===== config.mk =====
export PLATFORM = sky130hd
export DESIGN_NAME = hbvs_ctrl
export DESIGN_NICKNAME = d
export VERILOG_FILES = /design/src/hbvs_pkg.sv /design/src/hbvs_ctrl.sv
export VERILOG_INCLUDE_DIRS = /design/src /design/src/src
export SDC_FILE = /design/constraint.sdc
export NUM_CORES = 1
export LEC_CHECK = 0
export BUFFER_PORTS_ARGS = -buffer_cell sky130_fd_sc_hd__clkbuf_2
export CAP_MARGIN = 25
export CORE_MARGIN = 2
export CORE_UTILIZATION = 30
export CTS_CLUSTER_DIAMETER = 40
export DETAILED_ROUTE_END_ITERATION = 6
export SLEW_MARGIN = 30
export SYNTH_ARGS = -nofsm -noshare
export SYNTH_HDL_FRONTEND = slang
export SYNTH_SLANG_ARGS = --single-unit

===== constraint.sdc =====
create_clock -name clk_i -period 2.6 [get_ports clk_i]
set_clock_uncertainty 0.15 [all_clocks]
set_input_delay 0.52 -clock clk_i [delete_from_list [all_inputs] [get_ports clk_i]]
set_output_delay 0.52 -clock clk_i [all_outputs]
set_load 0.05 [all_outputs]

===== src/assert_macros.svh =====
// assertion macros shared by the harmonic bond verlet step block
// no dependencies; included by hbvs_ctrl, the module that carries assertions
`ifndef ASSERT_MACROS_SVH
`define ASSERT_MACROS_SVH
`ifndef NO_ASSERTIONS
// property checked while out of reset
`define HBVS_ASSERT(lbl, clk, rstn, prop) \
  lbl: assert property (@(posedge clk) disable iff (!rstn) prop) \
    else $error("hbvs assertion failed");
// property checked on every edge, reset included
`define HBVS_ASSERT_NR(lbl, clk, prop) \
  lbl: assert property (@(posedge clk) prop) \
    else $error("hbvs assertion failed");
`else
`define HBVS_ASSERT(lbl, clk, rstn, prop)
`define HBVS_ASSERT_NR(lbl, clk, prop)
`endif
`endif


===== src/hbvs_pkg.sv =====
// shared types, codes and constants of the harmonic bond verlet step block
// no dependencies; imported by controller, datapath and top level
`default_nettype none

package hbvs_pkg;

  localparam int unsigned MAX_ATOMS_DEF     = 64;
  localparam int unsigned MAX_NEIGHBORS_DEF = 4;
  localparam int unsigned FRAC_BITS_DEF     = 16;

  localparam int unsigned DT2_FRAC   = 48;
  localparam int unsigned FORCE_W    = 48;
  localparam int unsigned DIV_W      = 72;
  localparam int unsigned ACC_W      = 68;
  localparam int unsigned ITER_W     = 7;
  localparam int unsigned SQ_STEPS   = 3;
  localparam int unsigned SQRT_STEPS = 32;
  localparam int unsigned MUL_STEPS  = 4;
  localparam int unsigned DIV_STEPS  = DIV_W;

  localparam int unsigned IN_DATA_W  = 248;
  localparam int unsigned OUT_DATA_W = 152;

  // configuration register indexes
  localparam logic [1:0] CFG_ATOM_COUNT = 2'd0;
  localparam logic [1:0] CFG_DT2        = 2'd1;

  typedef enum logic [1:0] {
    CMD_LOAD_ATOM = 2'd0,
    CMD_LOAD_BOND = 2'd1,
    CMD_RUN_STEP  = 2'd2,
    CMD_READ_ATOM = 2'd3
  } cmd_e;

  typedef enum logic [4:0] {
    OP_NONE,
    OP_LD_ATOM,
    OP_LD_BOND,
    OP_SET_RD,
    OP_EMIT_RD,
    OP_STEP_INIT,
    OP_F_ATOM,
    OP_BADDR,
    OP_NEXT_L,
    OP_SET_RB,
    OP_DIFF,
    OP_SQ,
    OP_SQRT_INIT,
    OP_SQRT_STEP,
    OP_PROD,
    OP_DIV_STEP,
    OP_RZ,
    OP_KLO,
    OP_KHI,
    OP_F_STORE,
    OP_U_ATOM,
    OP_MUL,
    OP_DIV_INIT_A,
    OP_EMIT_STEP
  } dp_op_e;

  typedef enum logic [4:0] {
    S_IDLE,
    S_RD_WAIT,
    S_RD_EMIT,
    S_F_ATOM,
    S_F_AWAIT,
    S_F_BCHK,
    S_F_BWAIT,
    S_F_PART,
    S_F_CWAIT,
    S_F_DIFF,
    S_F_SQ,
    S_F_SQRT0,
    S_F_SQRT,
    S_F_LEN,
    S_F_DIV,
    S_F_RZ,
    S_F_KLO,
    S_F_KHI,
    S_F_STORE,
    S_U_ATOM,
    S_U_WAIT,
    S_U_MUL,
    S_U_DIV0,
    S_U_DIV,
    S_U_EMIT
  } state_e;

  typedef struct packed {
    dp_op_e              op;
    logic [ITER_W-1:0]   iter;
  } dp_cmd_t;

  typedef struct packed {
    logic idx_ok;
    logic step_empty;
    logic l_done;
    logic partner_ok;
    logic len_zero;
    logic i_last;
    logic out_busy;
  } dp_sts_t;

  typedef struct packed {
    logic [5:0]  atom_index;
    logic [1:0]  slot_index;
    logic [2:0]  neighbor_count;
    logic [31:0] pos_x;
    logic [31:0] pos_y;
    logic [31:0] pos_z;
    logic [31:0] prev_z;
    logic [31:0] atom_mass;
    logic [5:0]  partner_index;
    logic [31:0] spring_const;
    logic [31:0] rest_length;
  } in_item_t;

  typedef struct packed {
    logic [5:0]         out_atom;
    logic [31:0]        out_x;
    logic [31:0]        out_y;
    logic [31:0]        out_z;
    logic [FORCE_W-1:0] out_force_z;
    logic               last;
  } out_item_t;

endpackage

`default_nettype wire


===== src/hbvs_ctrl.sv =====
// sequencer of the harmonic bond verlet step block: commands the datapath
// depends on hbvs_pkg and assert_macros.svh
`default_nettype none
`include "assert_macros.svh"

module hbvs_ctrl
  import hbvs_pkg::*;
(
  input  wire logic    clk_i,
  input  wire logic    rst_ni,
  input  wire logic    in_valid_i,
  input  wire logic [1:0] in_cmd_i,
  output logic         in_ready_o,
  input  wire dp_sts_t sts_i,
  output dp_cmd_t      cmd_o
);

  state_e              state_q, state_d;
  logic [ITER_W-1:0]   iter_q, iter_d;

  // state and iteration registers
  always_ff @(posedge clk_i or negedge rst_ni) begin
    if (!rst_ni) begin
      state_q <= S_IDLE;
      iter_q  <= '0;
    end else begin
      state_q <= state_d;
      iter_q  <= iter_d;
    end
  end

  // next state and datapath commands
  always_comb begin
    state_d    = state_q;
    iter_d     = iter_q;
    in_ready_o = 1'b0;
    cmd_o.op   = OP_NONE;
    cmd_o.iter = iter_q;
    unique case (state_q)
      S_IDLE: begin
        in_ready_o = 1'b1;
        iter_d     = '0;
        if (in_valid_i) begin
          unique case (cmd_e'(in_cmd_i))
            CMD_LOAD_ATOM: cmd_o.op = OP_LD_ATOM;
            CMD_LOAD_BOND: cmd_o.op = OP_LD_BOND;
            CMD_READ_ATOM: begin
              if (sts_i.idx_ok) begin
                cmd_o.op = OP_SET_RD;
                state_d  = S_RD_WAIT;
              end
            end
            CMD_RUN_STEP: begin
              if (!sts_i.step_empty) begin
                cmd_o.op = OP_STEP_INIT;
                state_d  = S_F_ATOM;
              end
            end
            default: ;
          endcase
        end
      end
      S_RD_WAIT: state_d = S_RD_EMIT;
      S_RD_EMIT: begin
        if (!sts_i.out_busy) begin
          cmd_o.op = OP_EMIT_RD;
          state_d  = S_IDLE;
        end
      end
      S_F_ATOM: begin
        cmd_o.op = OP_F_ATOM;
        state_d  = S_F_AWAIT;
      end
      S_F_AWAIT: state_d = S_F_BCHK;
      S_F_BCHK: begin
        if (sts_i.l_done) begin
          state_d = S_F_STORE;
        end else begin
          cmd_o.op = OP_BADDR;
          state_d  = S_F_BWAIT;
        end
      end
      S_F_BWAIT: state_d = S_F_PART;
      S_F_PART: begin
        if (!sts_i.partner_ok) begin
          cmd_o.op = OP_NEXT_L;
          state_d  = S_F_BCHK;
        end else begin
          cmd_o.op = OP_SET_RB;
          state_d  = S_F_CWAIT;
        end
      end
      S_F_CWAIT: state_d = S_F_DIFF;
      S_F_DIFF: begin
        cmd_o.op = OP_DIFF;
        iter_d   = '0;
        state_d  = S_F_SQ;
      end
      S_F_SQ: begin
        cmd_o.op = OP_SQ;
        if (iter_q == ITER_W'(SQ_STEPS - 1)) begin
          iter_d  = '0;
          state_d = S_F_SQRT0;
        end else begin
          iter_d = iter_q + ITER_W'(1);
        end
      end
      S_F_SQRT0: begin
        cmd_o.op = OP_SQRT_INIT;
        state_d  = S_F_SQRT;
      end
      S_F_SQRT: begin
        cmd_o.op = OP_SQRT_STEP;
        if (iter_q == ITER_W'(SQRT_STEPS - 1)) begin
          iter_d  = '0;
          state_d = S_F_LEN;
        end else begin
          iter_d = iter_q + ITER_W'(1);
        end
      end
      S_F_LEN: begin
        if (sts_i.len_zero) begin
          cmd_o.op = OP_NEXT_L;
          state_d  = S_F_BCHK;
        end else begin
          cmd_o.op = OP_PROD;
          state_d  = S_F_DIV;
        end
      end
      S_F_DIV: begin
        cmd_o.op = OP_DIV_STEP;
        if (iter_q == ITER_W'(DIV_STEPS - 1)) begin
          iter_d  = '0;
          state_d = S_F_RZ;
        end else begin
          iter_d = iter_q + ITER_W'(1);
        end
      end
      S_F_RZ: begin
        cmd_o.op = OP_RZ;
        state_d  = S_F_KLO;
      end
      S_F_KLO: begin
        cmd_o.op = OP_KLO;
        state_d  = S_F_KHI;
      end
      S_F_KHI: begin
        cmd_o.op = OP_KHI;
        state_d  = S_F_BCHK;
      end
      S_F_STORE: begin
        cmd_o.op = OP_F_STORE;
        state_d  = sts_i.i_last ? S_U_ATOM : S_F_ATOM;
      end
      S_U_ATOM: begin
        cmd_o.op = OP_U_ATOM;
        iter_d   = '0;
        state_d  = S_U_WAIT;
      end
      S_U_WAIT: state_d = S_U_MUL;
      S_U_MUL: begin
        cmd_o.op = OP_MUL;
        if (iter_q == ITER_W'(MUL_STEPS - 1)) begin
          iter_d  = '0;
          state_d = S_U_DIV0;
        end else begin
          iter_d = iter_q + ITER_W'(1);
        end
      end
      S_U_DIV0: begin
        cmd_o.op = OP_DIV_INIT_A;
        state_d  = S_U_DIV;
      end
      S_U_DIV: begin
        cmd_o.op = OP_DIV_STEP;
        if (iter_q == ITER_W'(DIV_STEPS - 1)) begin
          iter_d  = '0;
          state_d = S_U_EMIT;
        end else begin
          iter_d = iter_q + ITER_W'(1);
        end
      end
      S_U_EMIT: begin
        if (!sts_i.out_busy) begin
          cmd_o.op = OP_EMIT_STEP;
          state_d  = sts_i.i_last ? S_IDLE : S_U_ATOM;
        end
      end
      default: state_d = S_IDLE;
    endcase
  end

  // a result beat is only loaded into a free output register
  `HBVS_ASSERT(a_emit_free, clk_i, rst_ni, (cmd_o.op == OP_EMIT_STEP || cmd_o.op == OP_EMIT_RD) |-> !sts_i.out_busy)
  // the divider never runs past its step count
  `HBVS_ASSERT_NR(a_div_bound, clk_i, (state_q == S_F_DIV || state_q == S_U_DIV) |-> (iter_q < ITER_W'(DIV_STEPS)))
  // a step with no atoms in use leaves the sequencer idle
  `HBVS_ASSERT(a_empty_step, clk_i, rst_ni, (state_q == S_IDLE && in_valid_i && in_cmd_i == CMD_RUN_STEP && sts_i.step_empty) |=> (state_q == S_IDLE))

endmodule

`default_nettype wire


## Yosys cells after proc, flatten, opt, wreduce, memory -nomap -nowiden

Cells that the tools add are included.

| word-level totals | value |
|---|---|
| flip-flop bits (word level) | 12 |
| bits of input ports | 12 |
| output and inout bits | 13 |
| word-level logic and storage cells | 85 |

| cells by class | value |
|---|---|
| $add $sub $neg | 1 |
| equality and inequality tests | 42 |
| muxes and demuxes | 33 |
| reduce and logical (&&, ||, !) cells | 7 |

Operators with widths:

| operator | number |
|---|---|
| $pmux W5 S24 | 1 |
| $pmux W5 S19 | 1 |
| $mux W5 | 15 |
| $eq A5 B5 Y1 const B | 9 |
| $eq A5 B4 Y1 const B | 8 |
| $pmux W7 S5 | 1 |
| $mux W7 | 4 |
| $eq A5 B3 Y1 const B | 4 |
| $pmux W5 S4 | 1 |
| $ne A2 B2 Y1 const B | 8 |
| $eq A7 B2 Y1 const B | 2 |
| $mux W3 | 4 |
| $reduce_and A11 Y1 | 1 |
| $eq A5 B2 Y1 const B | 2 |
| $pmux W5 S2 | 1 |
| $mux W4 | 2 |
| $add A7 B1 Y7 const B | 1 |
| $eq A7 B5 Y1 const B | 1 |
| $eq A7 B7 Y1 const B | 1 |
| $ne A3 B3 Y1 const B | 2 |
| $eq A5 B1 Y1 const B | 1 |
| $logic_not A5 Y1 | 1 |
| $reduce_bool A5 Y1 | 1 |
| $eq A2 B2 Y1 const B | 2 |
| 7 further kinds | 9 |

## Longest topological paths before layout

Gate-level depths: netlist (run 1).

| logic depth | value |
|---|---|
| depth after elaboration | 4 |
| depth in mapped cells | 9 |
| gate-level depth less buffers | 6 |

## Worst setup path after synthesis (run 1)

Ideal clock, no wire load.

| timing path | value |
|---|---|
| path type | reg-to-output |
| start | register state_q[3] |
| end | output cmd_o[8] (netlist bit) |
| data arrival time | 2.761 ns |
| data required time | 1.930 ns |
| path slack | -0.831 ns |
| cell stages (with the launch flop) | 5 |
| path buffers | 1 |
| cell sequence | dfrtp_1 -> buf_2 -> nor4_2 -> nand2_1 -> o2111ai_1 |

RTL lines:

| item | line | RTL |
|---|---|---|
| from (decl) | hbvs_ctrl.sv:18 | `state_e state_q, state_d;` |
| from (signal assigned) | hbvs_ctrl.sv:27 | `state_q <= state_d;` |
| to (decl) | hbvs_ctrl.sv:15 | `output dp_cmd_t cmd_o` |

==> results.tsv, run 1 <==
metric	value	unit
run status	completed	
Layout Utilization	40.42	%
WS Path Type	reg2out	
static leakage	0.7866	nW
path depth of the worst reg2reg path	7	
die extent in y	74.69	um
number of maximum-capacitance violations	0	
commonest cells in the netlist	20 x sky130_fd_sc_hd__nor2_1, 17 x sky130_fd_sc_hd__a21oi_1, 15 x sky130_fd_sc_hd__o21ai_0	
CTS HTree Levels	1	
residual overflow from global routing	0	
via count of the first global-routing pass	1649	
#FFs+latches synth	12	
most common flop cell mapped by yosys	sky130_fd_sc_hd__dfrtp_1	
Routed WL per cell	15.41	um
worst setup timing slack at the placement stage	0.08101	ns
clock edge transition at the registers on the reported setup and hold paths	0.05	ns
leading post-synthesis cells by cell area	sky130_fd_sc_hd__dfrtp_1 20%, sky130_fd_sc_hd__a21oi_1 5.7%, sky130_fd_sc_hd__nor2_1 5.0%	
launching element type of the critical path	register	
global placement routability congestion	0.9514	
synthesized area per cell	7.384	um^2
leading cell type by number of instances after synthesis	sky130_fd_sc_hd__nor2_1	
FF-to-FF Start	state_q[3]	
end of the worst register-to-register path	state_q[4]	
post-route minimum period	2.565	ns
worst vdd rail ir drop	506.5	uV
Net Switching	1.548	mW
Max clock buf depth	2	
GR Util All Layers	17.71	%
YS warnings	0	
global-route wire length before repair	7721	um
count of non-filler cells in the finished layout	305	
initial cell density of the core	31.32	%
number of distinct library cells after synthesis	57	
setup slack, reg-to-reg	0.12	ns
Tightest Pin Transition	0.5591	ns
setup TNS	0	ns
sum of net half-perimeters after detailed placement	3478	um
share of power burned in the clock network	6.0	%
placed instance count	299	
proportion of layout cells with a drive suffix above 1	30.67	%
crit path DAT	1.89	ns
met3 Resource Use GR	3.079	%
met1 track demand over resource	23.37	%
total power consumption of the routed design	2.838	mW
total core area	4786	um^2
number of clock sinks seen by CTS	12	
largest driver fanout on the critical path	4	
width of the die	74.69	um
floorplan row count	25	
ant diodes	0	
highest clock rate	389.9	MHz
area of the die	5578	um^2
violation count after the first detailed-route iteration	170	
portion of total power attributed to combinational logic	80.9	%
synthesized cell area	1499	um^2
kind of capture point of the worst setup path	primary output	
highest-delay cell along the critical path	sky130_fd_sc_hd__or4_4	
EDFF count, synth	0	
area share of the leading cell type in the synthesized netlist	20.03	%
Relative slew margins	62.72	%
post-detailed-route count of antenna-violating nets	0	
Power Density	1467	nW/um^2
critical path startpoint	state_q[0]	
number of detailed-routing iterations run before antenna repair	4	
Synth async-reset ratio	100.0	%
total nets after synthesis	217	
growth of design area from synthesis to finish	29.05	%
Post-Syn Instances	203	
proportion of power drawn by flip-flops and latches	13.2	%
total clock buffers created by CTS	3	
Hold Violations, Final	0	
vias per cell	5.728	
switching fraction of total power	54.54	%
Post-Route WL	4701	um
I/O pin count	25	
Port Buf Inserts	24	
Crit path required time	1.93	ns
library cell with the largest summed area after synthesis	sky130_fd_sc_hd__dfrtp_1	
Finish-stage setup viols	0	
Worst Hold Class	in2async	
critical path, cell by cell	or2_4 -> nor4_4 -> nand2_1 -> or4_4 -> nand3_4 -> buf_8	
Final Max Tran Viols	0	
GR Layer Usage met2	29.60	%
number of remaining DRC errors	0	
Clk Latency, worst-skew pair	0.24	ns
worst-case setup margin in the final layout	0.03523	ns
pin count of the biggest net entering global routing	34	
root buffer selected by CTS	sky130_fd_sc_hd__clkbuf_8	
sequential area share after synthesis	20.03	%
CP max stage delay	0.44	ns
CTS tree	done	
most congested layer reported by global routing	met2	
number of nets at the end of the flow	254	
final clock period utilization by the worst path	98.65	%
count of vias placed by the detailed router	1747	
Pint	1.290	mW
hold-fix buffers at CTS	0	
number of antenna violations at the first check in global routing	0	
[worst max-delay path: cells and delay by family, from the launching register on]
family	cells	cell delay (ns)
buffers and inverters	1	0.14
flip-flops	1	0.40
AND/OR/NAND/NOR	5	1.10
[registers in the layout, indices dropped and copies added (netlist names)]
name / flops
iter_q: 7
state_q: 5
[metrics by stage]
stage,cell area [um^2],hold slack [ns]
after global placement,1838,0.2728
after CTS,1908,0.01884
after global routing,1934,0.03435
final,1934,0.008923
after detailed placement,1838,0.2782
after floorplan,1540,0.07441
[layout make-up]
type | count | area (um^2)
clock buffer | 3 | 41.29
tap | 67 | 83.83
inverter | 7 | 30.03
sequential | 12 | 304.0
timing repair buffer | 47 | 324.1
multi-input combinational | 169 | 1151
fill | 508 | 2851
[kinds of logic (layout without fill, tap and decap cells)]
group / Yosys count / after routing / synth area share [%]
multiplexers: 6 / 6 / 4.257
adder cells (fa/ha/maj): 2 / 2 / 1.669
AO/OA/AOI/OAI: 72 / 72 / 32.56
XOR/XNOR: 2 / 2 / 1.169
AND/OR/NAND/NOR: 87 / 87 / 33.97
flip-flops: 12 / 12 / 20.03
buffers and inverters: 22 / 57 / 6.344
[what timing repair did]
| action | 4_1_cts | 5_1_grt |
|---|---|---|
| pin swaps | 3 | 0 |
| gates cloned | 0 | 0 |
| gates resized for setup | 7 | 5 |
| setup buffers | 1 | 2 |
| setup endpoints to repair | 4 | 3 |
[placed cells by master, fill, tap and decap left out, drive strengths merged, types with 3 or more instances in the layout]
cell type / n
nand3b: 6
or4: 4
nand3: 4
a31oi: 3
nor2: 20
o22ai: 6
nor4: 4
nand2: 12
nand2b: 8
clkbuf: 27
o31ai: 3
a21oi: 17
or3: 6
nor3: 7
buf: 23
dfrtp: 12
mux2: 3
inv: 6
mux2i: 3
nor2b: 5
o21ai: 15
[power by group through the flow]
stage | registers (mW) | clock network (mW) | logic, mW
3_3_place_gp | 0.379 | 0 | 2.16
6_report | 0.373 | 0.169 | 2.30
3_5_place_dp | 0.380 | 0 | 2.15
5_1_grt | 0.385 | 0.184 | 2.48
2_1_floorplan | 0.398 | 0 | 1.54
4_1_cts | 0.382 | 0.175 | 2.21
[worst max path at each step]
stage,endpoint,slack [ns]
finish,cmd_o[9],0.04
global route,cmd_o[9],-0.007
CTS,cmd_o[9],0.004
detailed placement,state_q[1],0.08
global placement,cmd_o[9],0.12
floorplan,cmd_o[9],-0.21
[metal layers]
metal,vias to the layer above,wire (um)
met1,812,2077
met3,14,232
met5,-,0
met2,73,2273
li1,848,-
met4,0,117
No activity file was read; power rests on OpenSTA's default activity.
==> run 2: changes to the inputs <==
CORE_UTILIZATION = 45   (was 30)
PLACE_DENSITY = 0.66   (was unset)
==> run 2 against run 1 <==
Against the previous run:
- the flow now finishes with violations (negative setup slack)
- final cell count is 7.2% lower
- worst hold slack better by 0.45 ns
- wire length is 3.6% higher
- critical path depth is 1 higher
- total power is 1.4% higher
- setup slack worse by 0.10 ns
- sequential cell count stayed put
- first-iteration DRC count is 11% lower
- non-clock buffer count stayed put
- design area is 1.4% lower
- largest cell class unchanged
==> results.tsv, run 2 (same netlist as run 1, synthesis figures left out) <==
metric	value	unit	change
Hold Violations, Final	0		unchanged
sum of net half-perimeters after detailed placement	3528	um	+1.4%
kind of capture point of the worst setup path	primary output		
post-route minimum period	2.669	ns	+0.1045 ns
Power Density	1509	nW/um^2	+2.8%
vias per cell	6.375		+11%
setup TNS	-0.08548	ns	-0.08548 ns
total power consumption of the routed design	2.877	mW	+1.4%
pin count of the biggest net entering global routing	34		unchanged
crit path DAT	2.00	ns	+0.11 ns
Layout Utilization	61.45	%	+21 points
largest driver fanout on the critical path	12		+8
total clock buffers created by CTS	3		unchanged
violation count after the first detailed-route iteration	152		-11%
via count of the first global-routing pass	1691		+2.5%
area used by sequential logic in the layout	304.0	um^2	unchanged
Post-Route WL	4870	um	+3.6%
residual overflow from global routing	0		unchanged
Layout fillers	302		-41%
register bank with the most flops	iter_q		
Tightest Pin Transition	0.5669	ns	+0.007738 ns
clock edge transition at the registers on the reported setup and hold paths	0.08	ns	+0.03 ns
number of remaining DRC errors	0		unchanged
global-route wire length before repair	7914	um	+2.5%
Crit path required time	1.93	ns	about the same
RSZ-0062 raised after global routing	yes		
floorplan row count	20		-20%
initial cell density of the core	48.31	%	+17 points
global placement routability congestion	1.031		+8.4%
area of the die	3809	um^2	-32%
Routed WL per cell	17.21	um	+12%
number of antenna violations at the first check in global routing	0		unchanged
count of vias placed by the detailed router	1804		+3.3%
post-detailed-route count of antenna-violating nets	0		unchanged
launching element type of the critical path	register		
width of the die	61.72	um	-17%
Largest regs	iter_q x7, state_q x5		
number of clock sinks seen by CTS	12		unchanged
proportion of layout cells with a drive suffix above 1	29.71	%	-0.97 points
highest clock rate	374.6	MHz	-3.9%
final clock period utilization by the worst path	102.7	%	+4.0 points
worst setup timing slack at the placement stage	0.1184	ns	+0.03737 ns
top library cells by usage in the layout, fill and taps aside	20 x sky130_fd_sc_hd__nor2_1, 20 x sky130_fd_sc_hd__clkbuf_2, 20 x sky130_fd_sc_hd__buf_4		
number of maximum-capacitance violations	0		unchanged
I/O pin count	25		unchanged
WS Path Type	reg2out		
CTS HTree Levels	1		unchanged
ant diodes	0		unchanged
worst vdd rail ir drop	765.0	uV	+51%
number of nets at the end of the flow	254		unchanged
root buffer selected by CTS	sky130_fd_sc_hd__clkbuf_4		
CTS tree	done		
failing checks	negative setup slack		
number of detailed-routing iterations run before antenna repair	7		+3
Finish-stage setup viols	2		+2
Worst Hold Class	reg2reg		
run status	complete, but fails checks		
die extent in y	61.72	um	-17%
area of combinational cells with multiple inputs	1145	um^2	-0.54%
flip-flop count of the largest register, all copies and words added	7		unchanged
Final Max Tran Viols	0		unchanged
static leakage	0.7925	nW	+0.76%
Port Buf Inserts	24		unchanged
GR Util All Layers	27.74	%	+10 points
total core area	3103	um^2	-35%
worst-case setup margin in the final layout	-0.06928	ns	-0.1045 ns
Relative slew margins	62.21	%	-0.52 points
Clk Latency, worst-skew pair	0.29	ns	+0.05 ns
Max clock buf depth	2		unchanged
growth of design area from synthesis to finish	27.21	%	
==> run 2: power breakdown <==
part           internal (mW)  switching (mW)  leakage (nW)
logic                  0.958            1.38         0.618
clock network         0.0854          0.0736        0.0210
registers              0.256           0.125         0.154
total                   1.30            1.58         0.793
==> run 2: through the flow <==
stage	cell area (um^2)	hold slack, ns	instances
floorplan	1540	0.07441	203
global placement	1789	0.2796	275
detailed placement	1789	0.2825	275
CTS	1894	0.4550	283
global route	1907	0.4798	283
finish	1907	0.4581	283
==> run 2: repair_timing <==
item | CTS | global route
endpoints found under the hold margin | 12 | 0
pin swaps | 3 | 0
hold buffers | 1 | 0
resized for setup | 10 | 5
setup buffers | 3 | 0
endpoints found under the setup margin | 4 | 4
==> run 2: final timing paths <==
kind,from,endpoint,slack (ns),depth (start not counted)
max,state_q[3],cmd_o[9],-0.07,7
min,iter_q[1],iter_q[1],0.46,1
max reg2reg,state_q[2],state_q[0],0.15,7
min reg2reg,iter_q[1],iter_q[1],0.46,1
max in group asynchronous,rst_ni,state_q[3],1.53,2
min in group asynchronous,rst_ni,iter_q[3],0.50,2
==> run 2: cell type report <==
| cell class | instances | area share (%) |
|---|---|---|
| timing repair buffer | 47 | 17.85 |
| sequential | 12 | 15.94 |
| inverter | 7 | 1.378 |
| clock buffer | 4 | 1.903 |
| multi-input combinational | 169 | 60.04 |
| tap | 44 | 2.887 |
==> run 2: worst max-delay path, stage by stage (launching register included) <==
cell and delay (ns):
sky130_fd_sc_hd__dfrtp_2 0.52, sky130_fd_sc_hd__buf_4 0.20, sky130_fd_sc_hd__nand2_1 0.12, sky130_fd_sc_hd__a21oi_1 0.21
sky130_fd_sc_hd__nor3_1 0.08, sky130_fd_sc_hd__a21oi_1 0.29, sky130_fd_sc_hd__nand3_4 0.12, sky130_fd_sc_hd__clkbuf_16 0.19
==> run 2: routing by layer <==
layer,vias to the layer above,part of all wire (%),GRT usage [%]
met2,106,46,43.31
met1,840,42,38.73
met3,9,10,6.211
met5,-,0,0
met4,0,1.4,7.599
li1,849,-,-
==> run 3: changes to the inputs <==
CORE_ASPECT_RATIO = 1.2   (was unset)
==> run 3 against run 2 <==
Against the previous run:
- the run still ends with negative setup slack left
- critical path depth unchanged
- maximum frequency decreased by 1.9%
- sequential power decreased by 2%
- utilization increased by 3.6 points
- critical endpoint unchanged
==> results.tsv, run 3 (same netlist as run 1, synthesis figures left out) <==
metric	value	unit	change
growth of design area from synthesis to finish	35.06	%	
final non-filler cell area	2024	um^2	+6.2%
Port Buf Inserts	24		unchanged
die extent in y	67.22	um	+8.9%
launching element type of the critical path	register		
worst vdd rail ir drop	1032	uV	+35%
setup TNS	-0.1218	ns	-0.03628 ns
Hold Violations, Final	0		unchanged
Worst Hold Class	reg2reg		
post-route minimum period	2.722	ns	+0.05248 ns
critical path, cell by cell	buf_4 -> nor2b_1 -> mux2i_1 -> o22ai_1 -> a21oi_1 -> nand3_4 -> clkbuf_16		
Post-Route WL	5031	um	+3.3%
placed instance area	1819	um^2	+1.7%
run status	complete, but fails checks		
ant diodes	0		unchanged
failing checks	negative setup slack		
Clk Latency, worst-skew pair	0.27	ns	-0.02 ns
violation count after the first detailed-route iteration	111		-27%
clock edge transition at the registers on the reported setup and hold paths	0.07	ns	about the same
root buffer selected by CTS	sky130_fd_sc_hd__clkbuf_4		
Crit path required time	1.93	ns	about the same
worst-case setup margin in the final layout	-0.1218	ns	-0.05248 ns
floorplan row count	22		+10%
GR Util All Layers	27.16	%	-0.59 points
Relative slew margins	65.58	%	+3.4 points
via count of the first global-routing pass	1765		+4.4%
RSZ-0062 raised after global routing	yes		
Final Max Tran Viols	0		unchanged
number of remaining DRC errors	0		unchanged
worst setup timing slack at the placement stage	0.06668	ns	-0.05170 ns
global-route wire length before repair	8114	um	+2.5%
pin count of the biggest net entering global routing	28		-18%
number of nets at the end of the flow	260		+2.4%
number of detailed-routing iterations run before antenna repair	5		-2
number of clock sinks seen by CTS	12		unchanged
WS Path Type	reg2out		
Power Density	1515	nW/um^2	+0.45%
Max clock buf depth	2		unchanged
total core area	3110	um^2	+0.24%
register bank with the most flops	iter_q		
I/O pin count	25		unchanged
static leakage	0.8314	nW	+4.9%
area of the die	3810	um^2	about the same
flip-flop count of the largest register, all copies and words added	7		unchanged
Routed WL per cell	17.97	um	+4.4%
largest driver fanout on the critical path	11		-1
CTS tree	done		
crit path DAT	2.05	ns	+0.05 ns
total clock buffers created by CTS	3		unchanged
number of maximum-capacitance violations	0		unchanged
residual overflow from global routing	0		unchanged
CP max stage delay	0.45	ns	-0.07 ns
top library cells by usage in the layout, fill and taps aside	24 x sky130_fd_sc_hd__buf_4, 20 x sky130_fd_sc_hd__nor2_1, 20 x sky130_fd_sc_hd__clkbuf_2		
initial cell density of the core	48.19	%	-0.12 points
sum of net half-perimeters after detailed placement	3662	um	+3.8%
buffers plus inverters on the worst setup path	2		unchanged
most common library cell in the layout ignoring fill and taps	sky130_fd_sc_hd__buf_4		
highest-delay cell along the critical path	sky130_fd_sc_hd__dfrtp_2		
category of cells accounting for the largest share of critical-path delay	flip-flops		
vias per cell	6.704		+5.2%
final clock period utilization by the worst path	104.7	%	+2.0 points
Tightest Pin Transition	0.5163	ns	-0.05058 ns
Largest regs	iter_q x7, state_q x5		
total power consumption of the routed design	3.068	mW	+6.6%
kind of capture point of the worst setup path	primary output		
post-detailed-route count of antenna-violating nets	0		unchanged
highest clock rate	367.4	MHz	-1.9%
global placement routability congestion	0.9658		-6.3%
Layout Utilization	65.08	%	+3.6 points
proportion of layout cells with a drive suffix above 1	33.61	%	+3.9 points
Finish-stage setup viols	1		-1
width of the die	56.69	um	-8.2%
count of vias placed by the detailed router	1877		+4.0%
CTS HTree Levels	1		unchanged
number of antenna violations at the first check in global routing	0		unchanged
-- run 3: cell count changes in the layout (fill, tap and decap cells not counted), moves of 2 or more --
cell and change:
sky130_fd_sc_hd__buf_4 +4, sky130_fd_sc_hd__buf_8 +2, sky130_fd_sc_hd__o22ai_1 -2, sky130_fd_sc_hd__o22ai_2 +2
-- run 3: final timing paths --
kind                       slack, ns  startpoint         end  cells past startpoint
setup / recovery               -0.12  state_q[4]    cmd_o[9]                      7
hold reg to reg                 0.46   iter_q[1]   iter_q[1]                      1
min in group asynchronous       0.51      rst_ni   iter_q[2]                      2
hold / removal                  0.46   iter_q[1]   iter_q[1]                      1
setup reg to reg                0.15  state_q[1]  state_q[4]                      9
max in group asynchronous       1.53      rst_ni  state_q[3]                      2
-- run 3: worst register-to-register path: cells and delay by family (launching register included) --
kind                   cells  cell delay [ns]
buffers and inverters      5             0.69
AND/OR/NAND/NOR            2             0.59
flip-flops                 1             0.36
multiplexers               1             0.28
AO/OA/AOI/OAI              1             0.27
-- run 3: what timing repair did --
action / in CTS / in global routing
hold endpoints to repair: 12 / 0
pin swaps: 0 / 4
hold buffers: 1 / 0
buffers inserted: 0 / 6
gates cloned: 0 / 1
resized for setup: 10 / 14
endpoints found under the setup margin: 4 / 4
-- run 3: metal layers --
layer	routed length [um]	track usage [%]
met2	2539	47.67
met3	394	1.916
met4	291	18.75
met5	0	0
met1	1805	31.61
-- run 3: power by group --
group	internal, mW	switching [mW]	total [mW]
combinational	1.11	1.47	2.58
clock	0.0535	0.0587	0.112
sequential	0.256	0.116	0.372
total	1.42	1.65	3.07
-- run 3: per-stage QoR --
step	hold slack, ns	cells
after detailed placement	0.2749	269
after global placement	0.2663	269
after floorplan	0.07441	203
after global routing	0.4811	280
final	0.4577	280
after CTS	0.4600	273
-- run 3: area by class of cell --
| class | instances | area, um^2 |
|---|---|---|
| well taps | 36 | 45.04 |
| clock buffers | 3 | 22.52 |
| repair buffers | 53 | 429.2 |
| inverters | 7 | 30.03 |
| fillers | 271 | 1086 |
| flip-flops and latches | 12 | 304.0 |
| multi-input cells | 169 | 1194 |
